$ cat src/sha512_pkg.sv
// sha512 package: types, round constants, initial value and round functions
// no dependencies
package sha512_pkg;

   localparam int WordWidth = 64;
   localparam int NumRounds = 80;

   typedef logic [WordWidth-1:0] word_type;

   typedef enum logic [1:0] {
      MODE_MESSAGE = 2'd0,
      MODE_LOAD    = 2'd1,
      MODE_RESTORE = 2'd2,
      MODE_UNUSED  = 2'd3
   } mode_type;

   typedef enum logic [2:0] {
      ST_IDLE,
      ST_PAD,
      ST_INIT,
      ST_ROUND,
      ST_FOLD,
      ST_EMIT
   } state_type;

   typedef struct packed {
      logic start;
      logic busy;
   } core_ctl_type;

   function automatic word_type round_k(input logic [6:0] t);
      word_type k;
      unique case (t)
         7'd0: k = 64'h428a2f98d728ae22;  7'd1: k = 64'h7137449123ef65cd;
         7'd2: k = 64'hb5c0fbcfec4d3b2f;  7'd3: k = 64'he9b5dba58189dbbc;
         7'd4: k = 64'h3956c25bf348b538;  7'd5: k = 64'h59f111f1b605d019;
         7'd6: k = 64'h923f82a4af194f9b;  7'd7: k = 64'hab1c5ed5da6d8118;
         7'd8: k = 64'hd807aa98a3030242;  7'd9: k = 64'h12835b0145706fbe;
         7'd10: k = 64'h243185be4ee4b28c; 7'd11: k = 64'h550c7dc3d5ffb4e2;
         7'd12: k = 64'h72be5d74f27b896f; 7'd13: k = 64'h80deb1fe3b1696b1;
         7'd14: k = 64'h9bdc06a725c71235; 7'd15: k = 64'hc19bf174cf692694;
         7'd16: k = 64'he49b69c19ef14ad2; 7'd17: k = 64'hefbe4786384f25e3;
         7'd18: k = 64'h0fc19dc68b8cd5b5; 7'd19: k = 64'h240ca1cc77ac9c65;
         7'd20: k = 64'h2de92c6f592b0275; 7'd21: k = 64'h4a7484aa6ea6e483;
         7'd22: k = 64'h5cb0a9dcbd41fbd4; 7'd23: k = 64'h76f988da831153b5;
         7'd24: k = 64'h983e5152ee66dfab; 7'd25: k = 64'ha831c66d2db43210;
         7'd26: k = 64'hb00327c898fb213f; 7'd27: k = 64'hbf597fc7beef0ee4;
         7'd28: k = 64'hc6e00bf33da88fc2; 7'd29: k = 64'hd5a79147930aa725;
         7'd30: k = 64'h06ca6351e003826f; 7'd31: k = 64'h142929670a0e6e70;
         7'd32: k = 64'h27b70a8546d22ffc; 7'd33: k = 64'h2e1b21385c26c926;
         7'd34: k = 64'h4d2c6dfc5ac42aed; 7'd35: k = 64'h53380d139d95b3df;
         7'd36: k = 64'h650a73548baf63de; 7'd37: k = 64'h766a0abb3c77b2a8;
         7'd38: k = 64'h81c2c92e47edaee6; 7'd39: k = 64'h92722c851482353b;
         7'd40: k = 64'ha2bfe8a14cf10364; 7'd41: k = 64'ha81a664bbc423001;
         7'd42: k = 64'hc24b8b70d0f89791; 7'd43: k = 64'hc76c51a30654be30;
         7'd44: k = 64'hd192e819d6ef5218; 7'd45: k = 64'hd69906245565a910;
         7'd46: k = 64'hf40e35855771202a; 7'd47: k = 64'h106aa07032bbd1b8;
         7'd48: k = 64'h19a4c116b8d2d0c8; 7'd49: k = 64'h1e376c085141ab53;
         7'd50: k = 64'h2748774cdf8eeb99; 7'd51: k = 64'h34b0bcb5e19b48a8;
         7'd52: k = 64'h391c0cb3c5c95a63; 7'd53: k = 64'h4ed8aa4ae3418acb;
         7'd54: k = 64'h5b9cca4f7763e373; 7'd55: k = 64'h682e6ff3d6b2b8a3;
         7'd56: k = 64'h748f82ee5defb2fc; 7'd57: k = 64'h78a5636f43172f60;
         7'd58: k = 64'h84c87814a1f0ab72; 7'd59: k = 64'h8cc702081a6439ec;
         7'd60: k = 64'h90befffa23631e28; 7'd61: k = 64'ha4506cebde82bde9;
         7'd62: k = 64'hbef9a3f7b2c67915; 7'd63: k = 64'hc67178f2e372532b;
         7'd64: k = 64'hca273eceea26619c; 7'd65: k = 64'hd186b8c721c0c207;
         7'd66: k = 64'heada7dd6cde0eb1e; 7'd67: k = 64'hf57d4f7fee6ed178;
         7'd68: k = 64'h06f067aa72176fba; 7'd69: k = 64'h0a637dc5a2c898a6;
         7'd70: k = 64'h113f9804bef90dae; 7'd71: k = 64'h1b710b35131c471b;
         7'd72: k = 64'h28db77f523047d84; 7'd73: k = 64'h32caab7b40c72493;
         7'd74: k = 64'h3c9ebe0a15c9bebc; 7'd75: k = 64'h431d67c49c100d4c;
         7'd76: k = 64'h4cc5d4becb3e42b6; 7'd77: k = 64'h597f299cfc657e2a;
         7'd78: k = 64'h5fcb6fab3ad6faec; 7'd79: k = 64'h6c44198c4a475817;
         default: k = '0;
      endcase
      return k;
   endfunction

   function automatic word_type std_iv(input logic [2:0] i);
      word_type v;
      unique case (i)
         3'd0: v = 64'h6a09e667f3bcc908;
         3'd1: v = 64'hbb67ae8584caa73b;
         3'd2: v = 64'h3c6ef372fe94f82b;
         3'd3: v = 64'ha54ff53a5f1d36f1;
         3'd4: v = 64'h510e527fade682d1;
         3'd5: v = 64'h9b05688c2b3e6c1f;
         3'd6: v = 64'h1f83d9abfb41bd6b;
         default: v = 64'h5be0cd19137e2179;
      endcase
      return v;
   endfunction

   function automatic word_type rotr(input word_type x, input int n);
      return (x >> n) | (x << (WordWidth - n));
   endfunction

endpackage

$ cat src/sha512_if.sv
// valid/ready channel interface carrying a generic payload
// depends on nothing
interface sha512_if #(
   parameter type payload_type = logic
);
   logic        valid;
   logic        ready;
   payload_type payload;

   modport source (output valid, output payload, input ready);
   modport sink (input valid, input payload, output ready);
endinterface

$ cat src/sha512_core.sv
// sha512 compression core: one round per cycle on a shared round unit
// depends on sha512_pkg
module sha512_core (
   input  logic                     clock,
   input  logic                     reset,
   input  sha512_pkg::core_ctl_type ctl,
   input  sha512_pkg::word_type     block_in [16],
   input  sha512_pkg::word_type     chain_in [8],
   output sha512_pkg::word_type     chain_out [8],
   output logic                     done
);
   import sha512_pkg::*;

   word_type   w_ff [16];
   word_type   v_ff [8];
   logic [6:0] t_ff;
   logic       run_ff;
   word_type   x2, x15, s0, s1, wnew, wt, t1, t2;
   word_type   a, b, c, d, e, f, g, h;

   assign {a, b, c, d} = {v_ff[0], v_ff[1], v_ff[2], v_ff[3]};
   assign {e, f, g, h} = {v_ff[4], v_ff[5], v_ff[6], v_ff[7]};

   always_comb begin
      x2   = w_ff[14];
      x15  = w_ff[1];
      s1   = rotr(x2, 19) ^ rotr(x2, 61) ^ (x2 >> 6);
      s0   = rotr(x15, 1) ^ rotr(x15, 8) ^ (x15 >> 7);
      wnew = w_ff[0] + s0 + w_ff[9] + s1;
      wt   = (t_ff < 7'd16) ? w_ff[t_ff[3:0]] : wnew;
      t1   = h + (rotr(e, 14) ^ rotr(e, 18) ^ rotr(e, 41)) + (g ^ (e & (f ^ g)))
             + round_k(t_ff) + wt;
      t2   = (rotr(a, 28) ^ rotr(a, 34) ^ rotr(a, 39)) + ((a & b) | (c & (a | b)));
   end

   always_ff @(posedge clock) begin
      if (reset) begin
         run_ff <= 1'b0;
         t_ff   <= '0;
      end else if (ctl.start) begin
         run_ff <= 1'b1;
         t_ff   <= '0;
      end else if (run_ff) begin
         t_ff <= t_ff + 7'd1;
         if (t_ff == 7'(NumRounds - 1)) begin
            run_ff <= 1'b0;
         end
      end
   end

   // window shifts only once schedule expansion starts
   always_ff @(posedge clock) begin
      if (ctl.start) begin
         w_ff <= block_in;
         v_ff <= chain_in;
      end else if (run_ff) begin
         v_ff <= '{t1 + t2, a, b, c, d + t1, e, f, g};
         if (t_ff >= 7'd16) begin
            for (int i = 0; i < 15; i++) begin
               w_ff[i] <= w_ff[i+1];
            end
            w_ff[15] <= wnew;
         end
      end
   end

   always_comb begin
      for (int i = 0; i < 8; i++) begin
         chain_out[i] = chain_in[i] + v_ff[i];
      end
   end

   assign done = ctl.busy & ~run_ff & ~ctl.start;
endmodule

$ cat src/sha512_stream_hasher.sv
// sha512 stream hasher top level: block buffer, padding sequencer, digest output
// depends on sha512_pkg, sha512_if, sha512_core
//
//   channel | dir | payload
//   req     | in  | mode, data_word, valid_bytes, last, state_index
//   rsp     | out | digest_word, word_index, last_word
//
// a message word is taken while idle; one that completes a block is followed by
// start, 80 rounds on the shared round unit, done and chain update
// a last word, unless it is empty with no data before it, runs one or two padded blocks, then 8 output transfers
// req_ready is low while a block compresses or digest words are pending
// reset is synchronous and restores the standard initial value
module sha512_stream_hasher (
   input logic clock,
   input logic reset,
   sha512_if.sink   req,
   sha512_if.source rsp
);
   import sha512_pkg::*;

   state_type    state_ff, state_in;
   word_type     chain_ff [8];
   word_type     buf_ff [16];
   logic [3:0]   pos_ff;
   logic [63:0]  total_ff;
   logic         fin_ff;
   logic         extra_ff;
   logic         mark_ff;
   logic [2:0]   out_idx_ff;
   word_type     chain_new [8];
   logic         core_done;
   core_ctl_type ctl;

   logic [1:0]  r_mode;
   word_type    r_data;
   logic [3:0]  r_nb, nb;
   logic        r_last;
   logic [2:0]  r_idx;
   logic        acc;
   logic        len_fits;
   logic [63:0] tot_new;
   word_type    masked, mask;

   assign {r_mode, r_data, r_nb, r_last, r_idx} = req.payload;
   assign acc = req.valid & req.ready;
   assign req.ready = (state_ff == ST_IDLE);
   assign ctl.start = (state_ff == ST_INIT);
   assign ctl.busy  = (state_ff == ST_ROUND);
   assign len_fits  = (5'(pos_ff) + 5'(mark_ff)) <= 5'd14;

   sha512_core u_core (
      .clock(clock), .reset(reset), .ctl(ctl), .block_in(buf_ff),
      .chain_in(chain_ff), .chain_out(chain_new), .done(core_done)
   );

   always_comb begin
      nb      = (r_nb > 4'd8) ? 4'd8 : r_nb;
      tot_new = total_ff + 64'(nb);
      mask    = (nb == 4'd0) ? '0 : ~(64'h0) << (7'd64 - {nb, 3'b000});
      masked  = r_data & mask;
      if (nb < 4'd8) begin
         masked = masked | (64'h80 << (6'd56 - {nb[2:0], 3'b000}));
      end
   end

   always_comb begin
      state_in = state_ff;
      unique case (state_ff)
         ST_IDLE: begin
            if (acc && mode_type'(r_mode) == MODE_MESSAGE) begin
               if (!r_last) begin
                  if (pos_ff == 4'd15) state_in = ST_INIT;
               end else if (!(nb == 4'd0 && total_ff == 64'd0)) begin
                  state_in = (pos_ff == 4'd15) ? ST_INIT : ST_PAD;
               end
            end
         end
         ST_PAD:   state_in = ST_INIT;
         ST_INIT:  state_in = ST_ROUND;
         ST_ROUND: if (core_done) state_in = ST_FOLD;
         ST_FOLD: begin
            if (extra_ff)    state_in = ST_PAD;
            else if (fin_ff) state_in = ST_EMIT;
            else             state_in = ST_IDLE;
         end
         ST_EMIT: if (rsp.ready && out_idx_ff == 3'd7) state_in = ST_IDLE;
         default: state_in = ST_IDLE;
      endcase
   end

   always_ff @(posedge clock) begin
      if (reset) state_ff <= ST_IDLE;
      else       state_ff <= state_in;
   end

   always_ff @(posedge clock) begin
      if (reset) begin
         pos_ff     <= '0;
         total_ff   <= '0;
         fin_ff     <= 1'b0;
         extra_ff   <= 1'b0;
         mark_ff    <= 1'b0;
         out_idx_ff <= '0;
         for (int i = 0; i < 8; i++) chain_ff[i] <= std_iv(3'(i));
      end else begin
         unique case (state_ff)
            ST_IDLE: if (acc) begin
               unique case (mode_type'(r_mode))
                  MODE_LOAD:    chain_ff[r_idx] <= r_data;
                  MODE_RESTORE: for (int i = 0; i < 8; i++) chain_ff[i] <= std_iv(3'(i));
                  MODE_UNUSED:  ;
                  MODE_MESSAGE: begin
                     if (!r_last) begin
                        total_ff       <= total_ff + 64'd8;
                        buf_ff[pos_ff] <= r_data;
                        pos_ff         <= pos_ff + 4'd1;
                     end else if (!(nb == 4'd0 && total_ff == 64'd0)) begin
                        total_ff       <= tot_new;
                        fin_ff         <= 1'b1;
                        buf_ff[pos_ff] <= masked;
                        pos_ff         <= pos_ff + 4'd1;
                        // full last word: marker goes in the next slot
                        mark_ff        <= (nb == 4'd8);
                        extra_ff       <= (pos_ff == 4'd15);
                     end
                  end
                  default: ;
               endcase
            end
            ST_PAD: begin
               // fill rest of block; length fits when words plus marker <= 14
               for (int i = 0; i < 16; i++) begin
                  if (i == 15 && len_fits) begin
                     buf_ff[i] <= {total_ff[60:0], 3'b000};
                  end else if (mark_ff && 4'(i) == pos_ff) begin
                     buf_ff[i] <= 64'h8000_0000_0000_0000;
                  end else if (4'(i) >= pos_ff) begin
                     buf_ff[i] <= '0;
                  end
               end
               mark_ff  <= 1'b0;
               extra_ff <= !len_fits;
            end
            ST_FOLD: begin
               chain_ff <= chain_new;
               pos_ff   <= '0;
            end
            ST_EMIT: if (rsp.ready) begin
               out_idx_ff <= out_idx_ff + 3'd1;
               if (out_idx_ff == 3'd7) begin
                  fin_ff   <= 1'b0;
                  total_ff <= '0;
               end
            end
            default: ;
         endcase
      end
   end

   assign rsp.valid   = (state_ff == ST_EMIT);
   assign rsp.payload = {chain_ff[out_idx_ff], out_idx_ff, out_idx_ff == 3'd7};

   property p_ready_idle;
      @(posedge clock) disable iff (reset) req.ready |-> !rsp.valid;
   endproperty
   a_ready_idle: assert property (p_ready_idle) else $error("ready while emitting");

   property p_emit_order;
      @(posedge clock) disable iff (reset)
         (rsp.valid && rsp.ready && out_idx_ff != 3'd7) |=> rsp.valid;
   endproperty
   a_emit_order: assert property (p_emit_order) else $error("digest cut short");

   property p_core_start;
      @(posedge clock) disable iff (reset) ctl.start |=> state_ff == ST_ROUND;
   endproperty
   a_core_start: assert property (p_core_start) else $error("core start lost");
endmodule
$ cat src/flat_wrapper.sv
// flat-port wrapper written by rule: the top's interface ports become plain ports
module sha512_stream_hasher_flat import sha512_pkg::*;
  (clock, reset, req_valid, req_payload, req_ready, rsp_valid, rsp_payload, rsp_ready);
  sha512_if req_i ();
  sha512_if rsp_i ();
  input logic clock;
  input logic reset;
  input wire logic [$bits(req_i.valid)-1:0] req_valid;
  input wire logic [$bits(req_i.payload)-1:0] req_payload;
  output wire logic [$bits(req_i.ready)-1:0] req_ready;
  output wire logic [$bits(rsp_i.valid)-1:0] rsp_valid;
  output wire logic [$bits(rsp_i.payload)-1:0] rsp_payload;
  input wire logic [$bits(rsp_i.ready)-1:0] rsp_ready;
  assign req_i.valid = req_valid;
  assign req_i.payload = req_payload;
  assign req_ready = req_i.ready;
  assign rsp_valid = rsp_i.valid;
  assign rsp_payload = rsp_i.payload;
  assign rsp_i.ready = rsp_ready;
  sha512_stream_hasher u_core (.clock(clock), .reset(reset), .req(req_i), .rsp(rsp_i));
endmodule
$ cat config.mk
export PLATFORM = sky130hd
export DESIGN_NAME = sha512_stream_hasher_flat
export DESIGN_NICKNAME = d
export VERILOG_FILES = /design/src/sha512_pkg.sv /design/src/sha512_if.sv /design/src/sha512_core.sv /design/src/sha512_stream_hasher.sv /design/src/flat_wrapper.sv
export SDC_FILE = /design/constraint.sdc
export NUM_CORES = 1
export LEC_CHECK = 0
export BUFFER_PORTS_ARGS = -buffer_cell sky130_fd_sc_hd__buf_2
export CAP_MARGIN = 20
export CORE_MARGIN = 5
export CORE_UTILIZATION = 51
export CTS_CLUSTER_SIZE = 14
export DETAILED_ROUTE_END_ITERATION = 6
export PLACE_DENSITY = 0.81
export REMOVE_ABC_BUFFERS = 1
export SYNTH_ARGS = -nofsm -noshare
export SYNTH_HDL_FRONTEND = slang
export SYNTH_SLANG_ARGS = --single-unit
$ cat constraint.sdc
create_clock -name clock -period 1.2 [get_ports clock]
set_input_delay 0.06 -clock clock [delete_from_list [all_inputs] [get_ports clock]]
set_output_delay 0.06 -clock clock [all_outputs]
set_load 0.01 [all_outputs]
# ---- Word level (Yosys, flattened, before mapping)
# Cells that the tools add are included.
dict set report totals {
  ff_bits 19
  inputBits 5
  out_inout_bits 3
  word_cells 46
}
dict set report op_classes {
  n_addsub 3
  magnitude_cmp 1
  eq_ne 12
  muxes 11
  n_bitwise 5
  n_reduce_logical 8
}
# op count
set op_table {}
lappend op_table {{3-bit one-hot mux with 6 select lines} 1}
lappend op_table {{3-bit 2-to-1 mux} 4}
lappend op_table {{3-bit == test (second input constant)} 3}
lappend op_table {{4-bit one-hot mux with 2 select lines} 1}
lappend op_table {{7-bit by 1-bit adder with 7-bit output (second input constant)} 1}
lappend op_table {{7-bit == test (second input constant)} 1}
lappend op_table {{3-bit by 2-bit == test with 1-bit output (second input constant)} 2}
lappend op_table {{4-bit by 1-bit adder with 4-bit output (second input constant)} 1}
lappend op_table {{4-bit == test (second input constant)} 1}
lappend op_table {{4-bit <= comparator (second input constant)} 1}
lappend op_table {{1-bit 2-to-1 mux} 4}
lappend op_table {{4-bit 2-to-1 mux} 1}
lappend op_table {{2-bit by 1-bit != test with 1-bit output (second input constant)} 2}
lappend op_table {{2-bit != test (second input constant)} 2}
lappend op_table {{2-bit AND reduction} 2}
lappend op_table {{4-bit AND reduction} 1}
lappend op_table {{3-bit by 1-bit adder with 3-bit output (second input constant)} 1}
lappend op_table {{1-bit AND} 3}
lappend op_table {{3-bit by 1-bit == test with 1-bit output (second input constant)} 1}
lappend op_table {{3-bit logical NOT} 1}
lappend op_table {{1-bit inverter} 2}
lappend op_table {{2-bit nonzero test} 1}
lappend op_table {{2-bit OR reduction} 1}
lappend op_table {{1-bit logical AND} 1}
lappend op_table {{1-bit logical NOT} 1}

# ---- Longest topological paths before layout
dict set report depth {
  ltp_word 5
  depth_mapped 5
  ltp_nobuf 5
}

# ---- Least setup slack after synthesis
# No wires, ideal clock.
dict set report synth_timing {
  path_type {reg-to-reg}
  startpoint {reg u_core.state_ff[2]}
  endpoint {reg u_core.pos_ff[3]}
  setup_ns 0.091
  arrival_ns 1.139
  required_ns 1.109
  path_slack_ns -0.030
  stages_incl_launch_ff 5
  n_path_buf 1
  synth_period_minus_slack_ns 1.230
  cell_sequence {dfxtp_1 -> buf_6 -> nor4b_4 -> a41oi_1 -> a311oi_1}
}
dict set report synth_via {
  elab_chain_cells 4
  elab_cells_between_ends 7
  classes_between {eq/ne: 2; mux: 1; bitwise: 1; reduce/logical: 3}
}
# item line_no
set synth_rtl {}
lappend synth_rtl {{start, declared} sha512_stream_hasher.sv:21} ;# state_type state_ff, state_in;
lappend synth_rtl {{start signal, assigned} sha512_stream_hasher.sv:93} ;# else state_ff <= state_in;
lappend synth_rtl {{3-bit logical NOT} {sha512_stream_hasher.sv:46, sha512_stream_hasher.sv:106}}
lappend synth_rtl {{1-bit AND} sha512_stream_hasher.sv:45} ;# assign acc = req.valid & req.ready;
lappend synth_rtl {{2-bit != test (no line)} -}
lappend synth_rtl {{2-bit AND reduction (no line)} -}
lappend synth_rtl {{end signal, assigned} sha512_stream_hasher.sv:116} ;# pos_ff <= pos_ff + 4'd1;
lappend synth_rtl {{end signal, assigned} sha512_stream_hasher.sv:121} ;# pos_ff <= pos_ff + 4'd1;
lappend synth_rtl {{end, declared} sha512_stream_hasher.sv:24} ;# logic [3:0] pos_ff;
# Parallel ways exist; a longest one is shown, timed or not.
# A chain may end at the register's enable or synchronous reset.

# ---- Final worst setup path
dict set report layout_timing {
  startpoint {reg u_core.state_ff[2]}
  endpoint {reg u_core.pos_ff[1]}
}
# The elaborated chain is that of the path after synthesis.

==> flow_metrics.tcl <==
set metrics [dict create \
    status "complete, but fails checks" \
    violations "setup timing" \
    ctsRootBufferMaster "clkbuf_4" \
    cpPeakStageDelay_ns 0.40 \
    yosys-top-cells-area "dfxtp_1, ha_1, nor2_1, mux2i_1, xor2_1" \
    cts.clk_slew.worst_paths_ns 0.10 \
    ys_seq_elements 19 \
    slew_headroom_pct 76.4 \
    synthesis.area_um2 928 \
    overflow 0 \
    layout_min_cycle_time_ns 1.22 \
    die-area_um2 2770 \
    numCtsBuffers 3 \
    ant_nets 0 \
    power_leakage_nw 0.501 \
    n_antenna_cell 0 \
    rows 15 \
    drt_first_pass_iters 4 \
    setup_viol 4 \
    gp_congestion 0.800 \
    cap_violations 0 \
    synth_cells 102 \
    power.density_nw_per_um2 786 \
    grt_max_degree 14 \
    drv_slew 0 \
    cp.required_ns 1.43 \
    area_growth_pct 39.4 \
    dpl-instance-area_um2 1090 \
    async_flop_share_pct 0 \
    cp_cell_sequence "nor4b_4, buf_4, nand2b_1, a21oi_2" \
    htreeDepth 1 \
    synth.distinct_cells 34 \
    path_class "reg -> reg" \
    via_per_inst 5.30 \
    reg2reg_depth 4 \
    core_area_um2 1730 \
    grt_pass1_wl_mm 3.27 \
    syn_avg_cell_area_um2 9.10 \
    hpwl_mm 1.31 \
    cts.path.max_buffers 2 \
    synth_commonest_cells "dfxtp_1, nor2_1, nand2_1" \
    yosys.area.top_type_share_pct 41.0 \
    fp.dieH_um 52.7 \
    drc_errors 0 \
    synth_seq_area_share_pct 41.0 \
    hold_buffers 0 \
    yosys.cell_count.top_type "dfxtp_1" \
    final-hold-violation-count 0 \
    worst_pin_slew_ns 0.352 \
    ys_warn_count 0 \
    drive_gt1_share_pct 44.5 \
    setup_tns_ns -0.0315 \
    ios 8 \
    clock_latency_ns 0.29 \
    crit_path_top_delay_cell "nor4b_4" \
    vias 811 \
    cp_data_arrival_time_ns 1.45 \
    drt_wl_total_mm 2.03 \
    ir_drop_mv 0.769 \
    crit_path_end_kind "register" \
    setup_ws_ns -0.0180 \
    grt_pass1_vias 788 \
    hold_path_class "in -> reg" \
    drtIter0Drc 16 \
    rsz0062_at_grt "yes" \
    numClockSinks 19 \
    finalClockSkew_ns 0.00148 \
    synth_area_leader_cell "dfxtp_1" \
    min_period_over_period_pct 101 \
    die_x_um 52.7 \
    start_util_pct 53.8 \
    grt.total_usage_pct 16.1 \
    startpoint_type "register" \
    whs_path_depth 2 \
    cts_tree "yes" \
    clock.fmax_mhz 821 \
    final_nets 139 \
    routedWlPerCell_um 13.3 \
    synth_edf_count 0 \
    design_area_um2 1290 \
    antenna_found_initial 0 \
    critPathMaxFanout 5 \
    ys.flop_type "dfxtp_1" \
    numPortBuffers 6 \
]
[layout make-up]
cell class / instances / area (um^2)
multi-input cells: 76 / 629
fillers: 138 / 433
flip-flops and latches: 19 / 403
repair buffers: 27 / 195
well taps: 25 / 31.3
clock buffers: 3 / 22.5
inverters: 2 / 7.51
clock inverters: 1 / 5.00
[layer usage]
metal	wire [um]	track usage, %
met1	873	17.6
met2	1090	29.1
met3	41	3.42
met4	23	7.66
met5	0	0
[critical path: cells and delay by family, from the launching register on]
kind	cells	cell delay, ns
AO/OA/AOI/OAI	1	0.12
buffers and inverters	1	0.19
flip-flops	1	0.38
AND/OR/NAND/NOR	2	0.47
[report_power, final]
part | switching [mW] | total, mW | internal, mW
sequential | 0.00726 | 0.636 | 0.629
combinational | 0.0355 | 0.0659 | 0.0304
clock | 0.191 | 0.315 | 0.124
total | 0.234 | 1.02 | 0.783
[registers in the layout, indices dropped and copies added (netlist names)]
signal / cells
u_core.out_idx_ff: 3
u_core.pos_ff: 4
u_core.u_core.run_ff: 1
u_core.extra_ff: 1
u_core.u_core.t_ff: 7
u_core.state_ff: 3
[per-stage QoR]
| step | total power, mW | util, % | hold WS, ns | instances | setup WS (ns) |
|---|---|---|---|---|---|
| after floorplan | 0.680 | - | 0.129 | 97 | -0.0335 |
| after global placement | 0.708 | 63.0 | 0.386 | 145 | -0.0230 |
| after detailed placement | 0.710 | 63.0 | 0.393 | 145 | -0.101 |
| after CTS | 1.01 | 68.7 | 0.0940 | 151 | -0.0139 |
| after global routing | 1.06 | 74.9 | 0.124 | 153 | -0.111 |
| final | 1.02 | 74.9 | 0.117 | 153 | -0.0180 |
[cells by family after synthesis]
group / share of synthesized area [%]
AOI/OAI and AO/OA: 14.0
and+or+nand+nor: 25.2
DFF: 41.0
buffers and inverters: 4.04
xor gates and xnor gates: 4.72
muxes: 4.31
adders and majority gates: 6.74
[path summary, 6_finish.rpt]
path	startpoint	to	slack (ns)
worst max-delay path	u_core.state_ff[2]	u_core.pos_ff[1]	-0.02
worst min register to register	u_core.u_core.t_ff[5]	u_core.u_core.t_ff[5]	0.52
worst max register to register	u_core.state_ff[2]	u_core.pos_ff[1]	-0.02
worst min-delay path	reset	u_core.out_idx_ff[2]	0.12
[cells in the final DEF, fill, tap and decap left out, types with 2 or more instances in the layout]
cell and n:
a21oi_1 4, a21oi_2 2, a311oi_1 2, buf_2 6, buf_4 19, buf_6 2, clkbuf_4 3, dfxtp_1 9
dfxtp_2 6, dfxtp_4 4, ha_4 4, inv_1 2, mux2i_1 4, nand2_1 8, nand2b_1 3, nand4_1 3
nor2_1 13, o31ai_1 2, or3_1 2, xor2_1 4
[what timing repair did]
| action | CTS | global route |
|---|---|---|
| buffers inserted | 2 | 2 |
| resized for setup | 20 | 19 |
| pin swaps | 10 | 13 |
| endpoints found under the setup margin | 13 | 18 |
Note: power is estimated with default switching activity, not from simulation.
